### src/sv/u8wc_pkg.sv
`default_nettype none

package u8wc_pkg;

  // Counter widths for line and column tracking.
  localparam int unsigned LINE_BITS   = 16;
  localparam int unsigned COLUMN_BITS = 16;

  // Widths of the result fields.
  localparam int unsigned CP_BITS     = 21;
  localparam int unsigned FIELD_BITS  = 16;
  localparam int unsigned KIND_BITS   = 2;
  localparam int unsigned M_DATA_BITS = 56;

  localparam logic [LINE_BITS-1:0]   LINE_SAT   = '1;
  localparam logic [COLUMN_BITS-1:0] COLUMN_SAT = '1;

  localparam logic [CP_BITS-1:0] CP_NEWLINE   = 21'h00000A;
  localparam logic [CP_BITS-1:0] CP_MIN_2B    = 21'h000080;
  localparam logic [CP_BITS-1:0] CP_MIN_3B    = 21'h000800;
  localparam logic [CP_BITS-1:0] CP_MIN_4B    = 21'h010000;
  localparam logic [CP_BITS-1:0] CP_MAX       = 21'h10FFFF;
  localparam logic [CP_BITS-1:0] CP_SURR_LO   = 21'h00D800;
  localparam logic [CP_BITS-1:0] CP_SURR_HI   = 21'h00DFFF;

  localparam logic [7:0] CH_HYPHEN = 8'h2D;
  localparam logic [7:0] CH_APOS   = 8'h27;

  typedef enum logic [KIND_BITS-1:0] {
    KIND_WORD  = 2'd0,
    KIND_DELIM = 2'd1,
    KIND_BAD   = 2'd2
  } kind_e;

  // Range, overlong and surrogate check of a finished multi-byte sequence.
  function automatic logic scalar_ok(input logic [2:0] len, input logic [CP_BITS-1:0] cp);
    logic ok;
    ok = 1'b0;
    case (len)
      3'd2: ok = (cp >= CP_MIN_2B);
      3'd3: ok = (cp >= CP_MIN_3B) && !((cp >= CP_SURR_LO) && (cp <= CP_SURR_HI));
      3'd4: ok = (cp >= CP_MIN_4B) && (cp <= CP_MAX);
      default: ok = 1'b0;
    endcase
    return ok;
  endfunction

endpackage

`default_nettype wire

### src/sv/utf8_word_char_classifier.sv
// A result is registered and appears on the master side in the cycle after the byte that
// completes it is accepted. Throughput: one item per cycle while the master side takes
// results; the single result register is refilled in the cycle it drains. Backpressure on
// the master side stalls the slave side in the same cycle. Reset: rst_ni is asynchronous,
// active low; it clears sequence state, both counters and the result valid flag.
`default_nettype none

module utf8_word_char_classifier
  import u8wc_pkg::*;
(
  input  wire logic                   clk_i,
  input  wire logic                   rst_ni,
  input  wire logic                   s_axis_tvalid,
  output      logic                   s_axis_tready,
  input  wire logic [7:0]             s_axis_tdata,   // [7:0] byte_in
  input  wire logic                   s_axis_tuser,   // [0] stream_end
  output      logic                   m_axis_tvalid,
  input  wire logic                   m_axis_tready,
  output      logic [M_DATA_BITS-1:0] m_axis_tdata,   // [20:0] code_point, [36:21] line,
                                                      // [52:37] column, [55:53] zero
  output      logic [KIND_BITS-1:0]   m_axis_tuser    // [1:0] kind
);

  // Sequence state
  logic [1:0]             bytes_left_q, bytes_left_d;
  logic [2:0]             seq_len_q, seq_len_d;
  logic [CP_BITS-1:0]     accum_q, accum_d;
  logic                   cont_ok_q, cont_ok_d;

  // Position counters
  logic [LINE_BITS-1:0]   line_q, line_d;
  logic [COLUMN_BITS-1:0] column_q, column_d;

  // Result register
  logic                   out_valid_q, out_valid_d;
  logic [CP_BITS-1:0]     out_cp_q, out_cp_d;
  kind_e                  out_kind_q, out_kind_d;
  logic [FIELD_BITS-1:0]  out_line_q, out_line_d;
  logic [FIELD_BITS-1:0]  out_col_q, out_col_d;

  logic                   accept;
  logic                   emit;
  kind_e                  emit_kind;
  logic [CP_BITS-1:0]     emit_cp;
  logic [CP_BITS-1:0]     shifted;
  logic                   cont_now;
  logic [7:0]             byte_in;
  logic                   stream_end;
  logic [31:0]            line_wide;
  logic [31:0]            column_wide;

  assign byte_in    = s_axis_tdata;
  assign stream_end = s_axis_tuser;

  // Take a new item whenever the result register is empty or drains this cycle.
  assign s_axis_tready = !out_valid_q || m_axis_tready;
  assign accept        = s_axis_tvalid && s_axis_tready;

  assign shifted  = {accum_q[CP_BITS-7:0], byte_in[5:0]};
  assign cont_now = cont_ok_q && (byte_in[7:6] == 2'b10);

  // Sequence decode: one byte advances the gathering state or finishes a code point.
  always_comb begin
    bytes_left_d = bytes_left_q;
    seq_len_d    = seq_len_q;
    accum_d      = accum_q;
    cont_ok_d    = cont_ok_q;
    emit         = 1'b0;
    emit_kind    = KIND_BAD;
    emit_cp      = '0;

    if (accept) begin
      if (stream_end) begin
        // Flush an unfinished sequence as invalid; between sequences do nothing.
        if (bytes_left_q != 2'd0) begin
          emit         = 1'b1;
          bytes_left_d = 2'd0;
          seq_len_d    = 3'd0;
          accum_d      = '0;
          cont_ok_d    = 1'b1;
        end
      end else if (bytes_left_q != 2'd0) begin
        // Continuation: consume whatever it holds, remember if it was malformed.
        accum_d      = shifted;
        cont_ok_d    = cont_now;
        bytes_left_d = bytes_left_q - 2'd1;
        if (bytes_left_q == 2'd1) begin
          emit         = 1'b1;
          emit_cp      = shifted;
          emit_kind    = (cont_now && scalar_ok(seq_len_q, shifted)) ? KIND_WORD : KIND_BAD;
          seq_len_d    = 3'd0;
          accum_d      = '0;
          cont_ok_d    = 1'b1;
        end
      end else if (!byte_in[7]) begin
        emit    = 1'b1;
        emit_cp = CP_BITS'(byte_in);
        if (byte_in inside {[8'h61:8'h7A], [8'h41:8'h5A], CH_HYPHEN, CH_APOS}) begin
          emit_kind = KIND_WORD;
        end else begin
          emit_kind = KIND_DELIM;
        end
      end else if (byte_in[7:5] == 3'b110) begin
        seq_len_d    = 3'd2;
        accum_d      = CP_BITS'(byte_in[4:0]);
        bytes_left_d = 2'd1;
        cont_ok_d    = 1'b1;
      end else if (byte_in[7:4] == 4'b1110) begin
        seq_len_d    = 3'd3;
        accum_d      = CP_BITS'(byte_in[3:0]);
        bytes_left_d = 2'd2;
        cont_ok_d    = 1'b1;
      end else if (byte_in[7:3] == 5'b11110) begin
        seq_len_d    = 3'd4;
        accum_d      = CP_BITS'(byte_in[2:0]);
        bytes_left_d = 2'd3;
        cont_ok_d    = 1'b1;
      end else begin
        // Stray continuation byte or lead byte F8-FF.
        emit = 1'b1;
      end
    end
  end

  // Position tracking: invalid results leave both counters alone.
  always_comb begin
    line_d   = line_q;
    column_d = column_q;
    if (emit && (emit_kind != KIND_BAD)) begin
      if (emit_cp == CP_NEWLINE) begin
        if (line_q != LINE_SAT) begin
          line_d = line_q + LINE_BITS'(1);
        end
        column_d = COLUMN_BITS'(1);
      end else if (column_q != COLUMN_SAT) begin
        column_d = column_q + COLUMN_BITS'(1);
      end
    end
  end

  assign line_wide   = 32'(line_d);
  assign column_wide = 32'(column_d);

  // Result register: load on an emitting accept, drop once the sink takes it.
  always_comb begin
    out_valid_d = accept ? emit : (out_valid_q && !m_axis_tready);
    out_cp_d    = out_cp_q;
    out_kind_d  = out_kind_q;
    out_line_d  = out_line_q;
    out_col_d   = out_col_q;
    if (accept && emit) begin
      out_cp_d   = (emit_kind == KIND_BAD) ? '0 : emit_cp;
      out_kind_d = emit_kind;
      out_line_d = line_wide[FIELD_BITS-1:0];
      out_col_d  = column_wide[FIELD_BITS-1:0];
    end
  end

  always_ff @(posedge clk_i or negedge rst_ni) begin
    if (!rst_ni) begin
      bytes_left_q <= 2'd0;
      seq_len_q    <= 3'd0;
      accum_q      <= '0;
      cont_ok_q    <= 1'b1;
      line_q       <= '0;
      column_q     <= '0;
      out_valid_q  <= 1'b0;
    end else begin
      bytes_left_q <= bytes_left_d;
      seq_len_q    <= seq_len_d;
      accum_q      <= accum_d;
      cont_ok_q    <= cont_ok_d;
      line_q       <= line_d;
      column_q     <= column_d;
      out_valid_q  <= out_valid_d;
    end
  end

  // Payload holds without reset.
  always_ff @(posedge clk_i) begin
    out_cp_q   <= out_cp_d;
    out_kind_q <= out_kind_d;
    out_line_q <= out_line_d;
    out_col_q  <= out_col_d;
  end

  assign m_axis_tvalid = out_valid_q;
  assign m_axis_tdata  = {3'b000, out_col_q, out_line_q, out_cp_q};
  assign m_axis_tuser  = out_kind_q;

endmodule

`default_nettype wire

### config.mk
export PLATFORM = sky130hd
export DESIGN_NAME = utf8_word_char_classifier
export DESIGN_NICKNAME = d
export VERILOG_FILES = /design/src/sv/u8wc_pkg.sv /design/src/sv/utf8_word_char_classifier.sv
export SDC_FILE = /design/constraint.sdc
export NUM_CORES = 1
export LEC_CHECK = 0
export BUFFER_PORTS_ARGS = -buffer_cell sky130_fd_sc_hd__buf_2
export CELL_PAD_IN_SITES_DETAIL_PLACEMENT = 0
export CELL_PAD_IN_SITES_GLOBAL_PLACEMENT = 1
export CORE_MARGIN = 5
export CORE_UTILIZATION = 45
export CTS_CLUSTER_SIZE = 16
export DETAILED_ROUTE_END_ITERATION = 7
export PLACE_DENSITY_LB_ADDON = 0.1
export SYNTH_ARGS = -nofsm -noshare
export SYNTH_HDL_FRONTEND = slang
export SYNTH_SLANG_ARGS = --single-unit
### constraint.sdc
create_clock -name clk_i -period 5.9 [get_ports clk_i]
set_input_delay 1.475 -clock clk_i [delete_from_list [all_inputs] [get_ports clk_i]]
set_output_delay 1.475 -clock clk_i [all_outputs]
set_load 0.01 [all_outputs]
Word-level counts from Yosys, hierarchy flattened

Index checks and enable logic that the tools add are counted.

Logic and storage cells: 126
Output and inout port bits: 60
Register bits: 109

Reduce and logical (&&, ||, !) cells: 21
Magnitude comparators: 10
Equal/unequal tests: 17
Muxes and demuxes: 64
Add/sub/neg operators: 3

Operators by type and width:

| cell                                                                                | count |
|---|---|
| 15-bit 2-to-1 mux                                                                   | 8 |
| 16-bit 2-to-1 mux                                                                   | 6 |
| 21-bit 2-to-1 mux                                                                   | 4 |
| 16-bit by 1-bit adder with 16-bit output (second input constant)                    | 2 |
| 16-bit != test (second input constant)                                              | 2 |
| 2-bit 2-to-1 mux                                                                    | 13 |
| 3-bit 2-to-1 mux                                                                    | 8 |
| 1-bit 2-to-1 mux                                                                    | 23 |
| 21-bit by 4-bit == test with 1-bit output (second input constant)                   | 1 |
| 21-bit by 12-bit >= comparator with 1-bit output (second input constant)            | 1 |
| 21-bit by 16-bit >= comparator with 1-bit output (second input constant)            | 1 |
| 21-bit by 17-bit >= comparator with 1-bit output (second input constant)            | 1 |
| 21-bit by 8-bit >= comparator with 1-bit output (second input constant)             | 1 |
| 21-bit by 16-bit less-or-equal comparator with 1-bit output (second input constant) | 1 |
| 21-bit less-or-equal comparator (second input constant)                             | 1 |
| 8-bit by 6-bit == test with 1-bit output (second input constant)                    | 2 |
| 8-bit by 7-bit >= comparator with 1-bit output (second input constant)              | 2 |
| 8-bit by 7-bit less-or-equal comparator with 1-bit output (second input constant)   | 2 |
| 1-bit logical AND                                                                   | 11 |
| 4-bit nonzero test                                                                  | 2 |
| 7-bit 2-to-1 mux                                                                    | 1 |
| 3-bit by 2-bit == test with 1-bit output (second input constant)                    | 2 |
| 3-bit == test (second input constant)                                               | 2 |
| 5-bit == test (second input constant)                                               | 1 |
| 13 further kinds                                                                    | 17 |

Depth between registers and ports, before layout

Depth after elaboration: 18
Depth in mapped cells: 10
Mapped depth without buffers: 7

Worst setup path after synthesis

OpenSTA, ideal clock, no wires.

Path type: input port to flip-flop
Start point: input s_axis_tuser
End point: register out_kind_q[0] (netlist: m_axis_tuser[0]), enable pin
Cell stages on the path: 5
Arrival: 5.920 ns
Setup slack: -0.556 ns
Setup time: 0.536 ns
Path through: clkbuf_1 -> nor2b_1 -> clkbuf_1 -> clkbuf_1 -> nor3_1

Cells in the longest elaborated chain, start to end: 3

RTL lines:

| element              | line                             | RTL |
|---|---|---|
| start, declared      | utf8_word_char_classifier.sv:16  | `input wire logic s_axis_tuser,` |
| 1-bit 2-to-1 mux     | utf8_word_char_classifier.sv:73  | `if (stream_end) begin` |
| 1-bit 2-to-1 mux     | utf8_word_char_classifier.sv:72  | `if (accept) begin` |
| 1-bit logical AND    | utf8_word_char_classifier.sv:151 | `if (accept && emit) begin` |
| end signal, assigned | utf8_word_char_classifier.sv:182 | `out_kind_q <= out_kind_d;` |
| end, declared        | utf8_word_char_classifier.sv:37  | `kind_e out_kind_q, out_kind_d;` |

Every way passes these cells.
A chain may end at the register's enable or synchronous reset.

Final worst setup path

Start point: input m_axis_tready
End point: register out_cp_q[18], data pin

Cells in the longest elaborated chain, start to end: 4

RTL lines:

| element               | line                             | RTL |
|---|---|---|
| start, declared       | utf8_word_char_classifier.sv:18  | `input wire logic m_axis_tready,` |
| 1-bit logical OR (*)  | utf8_word_char_classifier.sv:56  | `assign s_axis_tready = !out_valid_q \|\| m_axis_tready;` |
| 1-bit logical AND (*) | utf8_word_char_classifier.sv:57  | `assign accept = s_axis_tvalid && s_axis_tready;` |
| 2-bit 2-to-1 mux      | utf8_word_char_classifier.sv:72  |  |
| 2-bit == test         | utf8_word_char_classifier.sv:152 | `out_cp_d = (emit_kind == KIND_BAD) ? '0 : emit_cp;` |
| end signal, assigned  | utf8_word_char_classifier.sv:181 | `out_cp_q <= out_cp_d;` |
| end, declared         | utf8_word_char_classifier.sv:36  | `logic [CP_BITS-1:0] out_cp_q, out_cp_d;` |

Mark *: on every way between the ends. The rest lies on a longest branch, timed or not.

==> reports/qor.tcl <==
set qor(path_cells) {buf_2 > nand2b_1 > nand3_1 > a21oi_1 > o21a_1 > buf_4 > inv_1 > nor3_1 > and2_1}
set qor(die_area_mm2) 0.01280
set qor(startpoint_type) {primary input}
set qor(min_period_over_period_pct) 66.15
set qor(synth_largest_area_cell) {edfxtp_1}
set qor(ys_top_cells_by_area) {edfxtp_1 35%, dfrtp_1 28%, nand2_1 4.3%}
set qor(gp_congestion) 0.8437
set qor(area_fraction_in_and_or_nand_and_nor_cells_after_synthesis_pct) 20.78
set qor(place.detailed.instances) 609
set qor(synth_compound_gate_area_share_pct) 9.723
set qor(clk_latency_ns) 0.36
set qor(main_combinational_cell_family_by_area_after_synthesis) {simple AND/OR/NAND/NOR gates}
set qor(synth_xor_area_share_pct) 2.535
set qor(ys_top_cells_by_count) {55 x edfxtp_1, 55 x nand2_1, 53 x dfrtp_1}
set qor(syn-cell-area_mm2) 0.004787
set qor(synth-edff-count) 55
set qor(ys_dominant_reg_cell) {edfxtp_1}
set qor(synth_seq_area_share_pct) 62.75
set qor(vias_in_the_first_global_route) 3351
set qor(post_cts_resized) 0
set qor(synthesis.area_per_instance_um2) 11.54
set qor(numCtsBuffers) 9
set qor(htree_num_levels) 3
set qor(yosysWarnings) 0
set qor(wl_um) 10100
set qor(ys_types) 52
set qor(placement_rows) 37
set qor(max_cap_viol_count) 0
set qor(clkSinkCount) 109
set qor(worst-slew-pin-transition_ns) 0.9894
set qor(syn_to_final_growth_pct) 14.27
set qor(cp_data_required_time_ns) 6.14
set qor(crit_path_end_kind) {flop}
set qor(drt-pass1-iter-count) 5
set qor(boundaryPins) 73
set qor(rsz_0062_raised_after_global_routing) {false}
set qor(drt_drc_violations_left) 0
set qor(netlist.area_leader.share_pct) 34.50
set qor(yosys.area_share.adder_pct) 0.5227
set qor(drt-vias-per-instance) 5.386
set qor(root_buffer_selected_by_cts) {clkbuf_8}
set qor(grt_first_pass_wirelength_um) 17120
set qor(antenna_found_initial) 0
set qor(relative_max_transition_margin_pct) 33.53
set qor(layout.nets) 499
set qor(setup_viol) 0
set qor(maxClockFrequency_mhz) 256.2
set qor(post_synth_inst_count) 415
set qor(hold_path.startpoint) {line_q[10]}
set qor(global_route.usage.total_pct) 16.68
set qor(timing.clock.skew_ns) 0.01552
set qor(rrSetupSlack_ns) 2.58
set qor(ys_ff_latch) 109
set qor(ant_nets) 0
set qor(crit_path_start) {m_axis_tready}
set qor(post-dp-hpwl_um) 6955
set qor(post_drt_wl_per_cell_um) 16.16
set qor(post_cts_setup_bufs) 0
set qor(drt_iter0_markers) 170
set qor(timing.final.crit_period_ns) 3.903
set qor(timing.final.max_slew_violations) 0
set qor(power.density_cell_area_mw_per_mm2) 312.1
set qor(vdd_drop_max_mv) 0.2137
set qor(max_stage_delay_cell_worst_path) {nor3_1}
set qor(maximum_buffer_depth_of_the_clock_tree) 2
set qor(hold_buffers) 0
set qor(n_antenna_cell) 0
set qor(post_layout_nonfiller_instances) 625
set qor(effective_utilization_at_floorplan_pct) 46.16
set qor(power.leakage_nw) 2.321
set qor(worst-endpoint-arrival_ns) 4.14
set qor(hold_class) {reg -> reg}
set qor(drive_gt1_share_pct) 20.86
set qor(cts.reportedPaths.clkPinSlew_ns) 0.11
set qor(final_hold_viol_count) 0
set qor(grt_start_max_net_pins) 56
set qor(timing.critical_path.fanout_max) 26
set qor(port_buffers) 69
set qor(ys_async_sr_fraction_pct) 49.54
set qor(die_x_um) 113.1
set qor(timing.critical_path.slowest_cell_delay_ns) 0.89
set qor(vias) 3366
set qor(total_core_area_mm2) 0.01037
set qor(timing.setup.tns_ns) 0
set qor(clock_tree_from_tritoncts) {built}
set qor(mux_share_of_post_synthesis_cell_area_pct) 1.150
set qor(fp.dieH_um) 113.1
set qor(r2r_start) {accum_q[13]}
set qor(worst_setup_path_category) {in -> reg}
set qor(outcome) {finished clean}
set qor(grt_remaining_overflow) 0
-- report_power, final --
group	internal, mW	switching, mW	total [mW]
sequential	0.906	0.0515	0.957
clock	0.200	0.256	0.456
combinational	0.0981	0.196	0.294
-- state kept, by name, indices dropped and copies added (netlist names), 3 cells and up --
name        cells
line_q         16
column_q       16
seq_len_q       3
accum_q        15
out_cp_q       21
out_line_q     16
out_col_q      16
-- cell usage in the layout, fill, tap and decap left out, drive strengths merged, types with 2 or more instances in the layout --
cell / n
a32o: 3
nor3b: 2
nand2b: 6
clkbuf: 10
xnor2: 5
nor2b: 5
o21a: 2
o21ai: 15
nand3: 30
nand4: 9
nor3: 17
or3: 2
conb: 3
mux2: 4
or4: 3
a31oi: 5
nand2: 56
inv: 12
and2: 22
a21oi: 18
ha: 2
and3: 5
xor2: 8
and4: 3
o31ai: 8
nor4: 8
o41ai: 3
nor2: 19
dfrtp: 53
edfxtp: 55
a41oi: 4
buf: 74
a21o: 2
-- kinds of logic after synthesis --
family / Yosys count
AOI/OAI and AO/OA: 70
xor gates and xnor gates: 13
adders and majority gates: 2
buffers and inverters: 27
DFF: 109
muxes: 5
other: 1
and+or+nand+nor: 188
-- per-stage QoR --
step	hold WS (ns)	setup slack, ns	utilization, %	power [mW]	cell area (um2)
2_1_floorplan	0.4460	1.130	-	1.148	4800
3_3_place_gp	0.4729	1.582	50.87	1.272	5275
3_5_place_dp	0.4730	1.478	50.87	1.273	5275
4_1_cts	0.4929	1.876	52.75	1.727	5470
5_1_grt	0.5237	1.562	52.75	1.801	5470
6_report	0.4876	1.997	52.75	1.707	5470
-- layer usage --
| metal | vias to the layer above | global-route usage, % | routed length, um |
|---|---|---|---|
| met2 | 64 | 26.90 | 4947 |
| met4 | 0 | 5.529 | 174 |
| met5 | - | 0 | 0 |
| li1 | 1651 | - | - |
| met3 | 14 | 2.727 | 429 |
| met1 | 1637 | 23.08 | 4550 |
-- critical path: cells and delay by family --
family                 cells  cell delay (ns)
AOI/OAI and AO/OA          2             0.32
buffers and inverters      3             0.75
and+or+nand+nor            4             1.57
-- final timing paths --
kind | cells past startpoint | end
setup / recovery | 9 | out_cp_q[18]
max in group asynchronous | 2 | column_q[3]
hold reg to reg | 1 | line_q[10]
setup reg to reg | 8 | out_cp_q[18]
hold / removal | 1 | line_q[10]
min in group asynchronous | 2 | column_q[2]
-- area by class of cell --
type | instances | area [um2]
fill | 954 | 4900
inverter | 9 | 33.78
multi-input combinational | 281 | 1684
tap | 136 | 170.2
sequential | 109 | 3004
clock inverter | 6 | 67.56
timing repair buffer | 74 | 382.9
clock buffer | 10 | 127.6
Note: power is estimated with default switching activity, not from simulation.
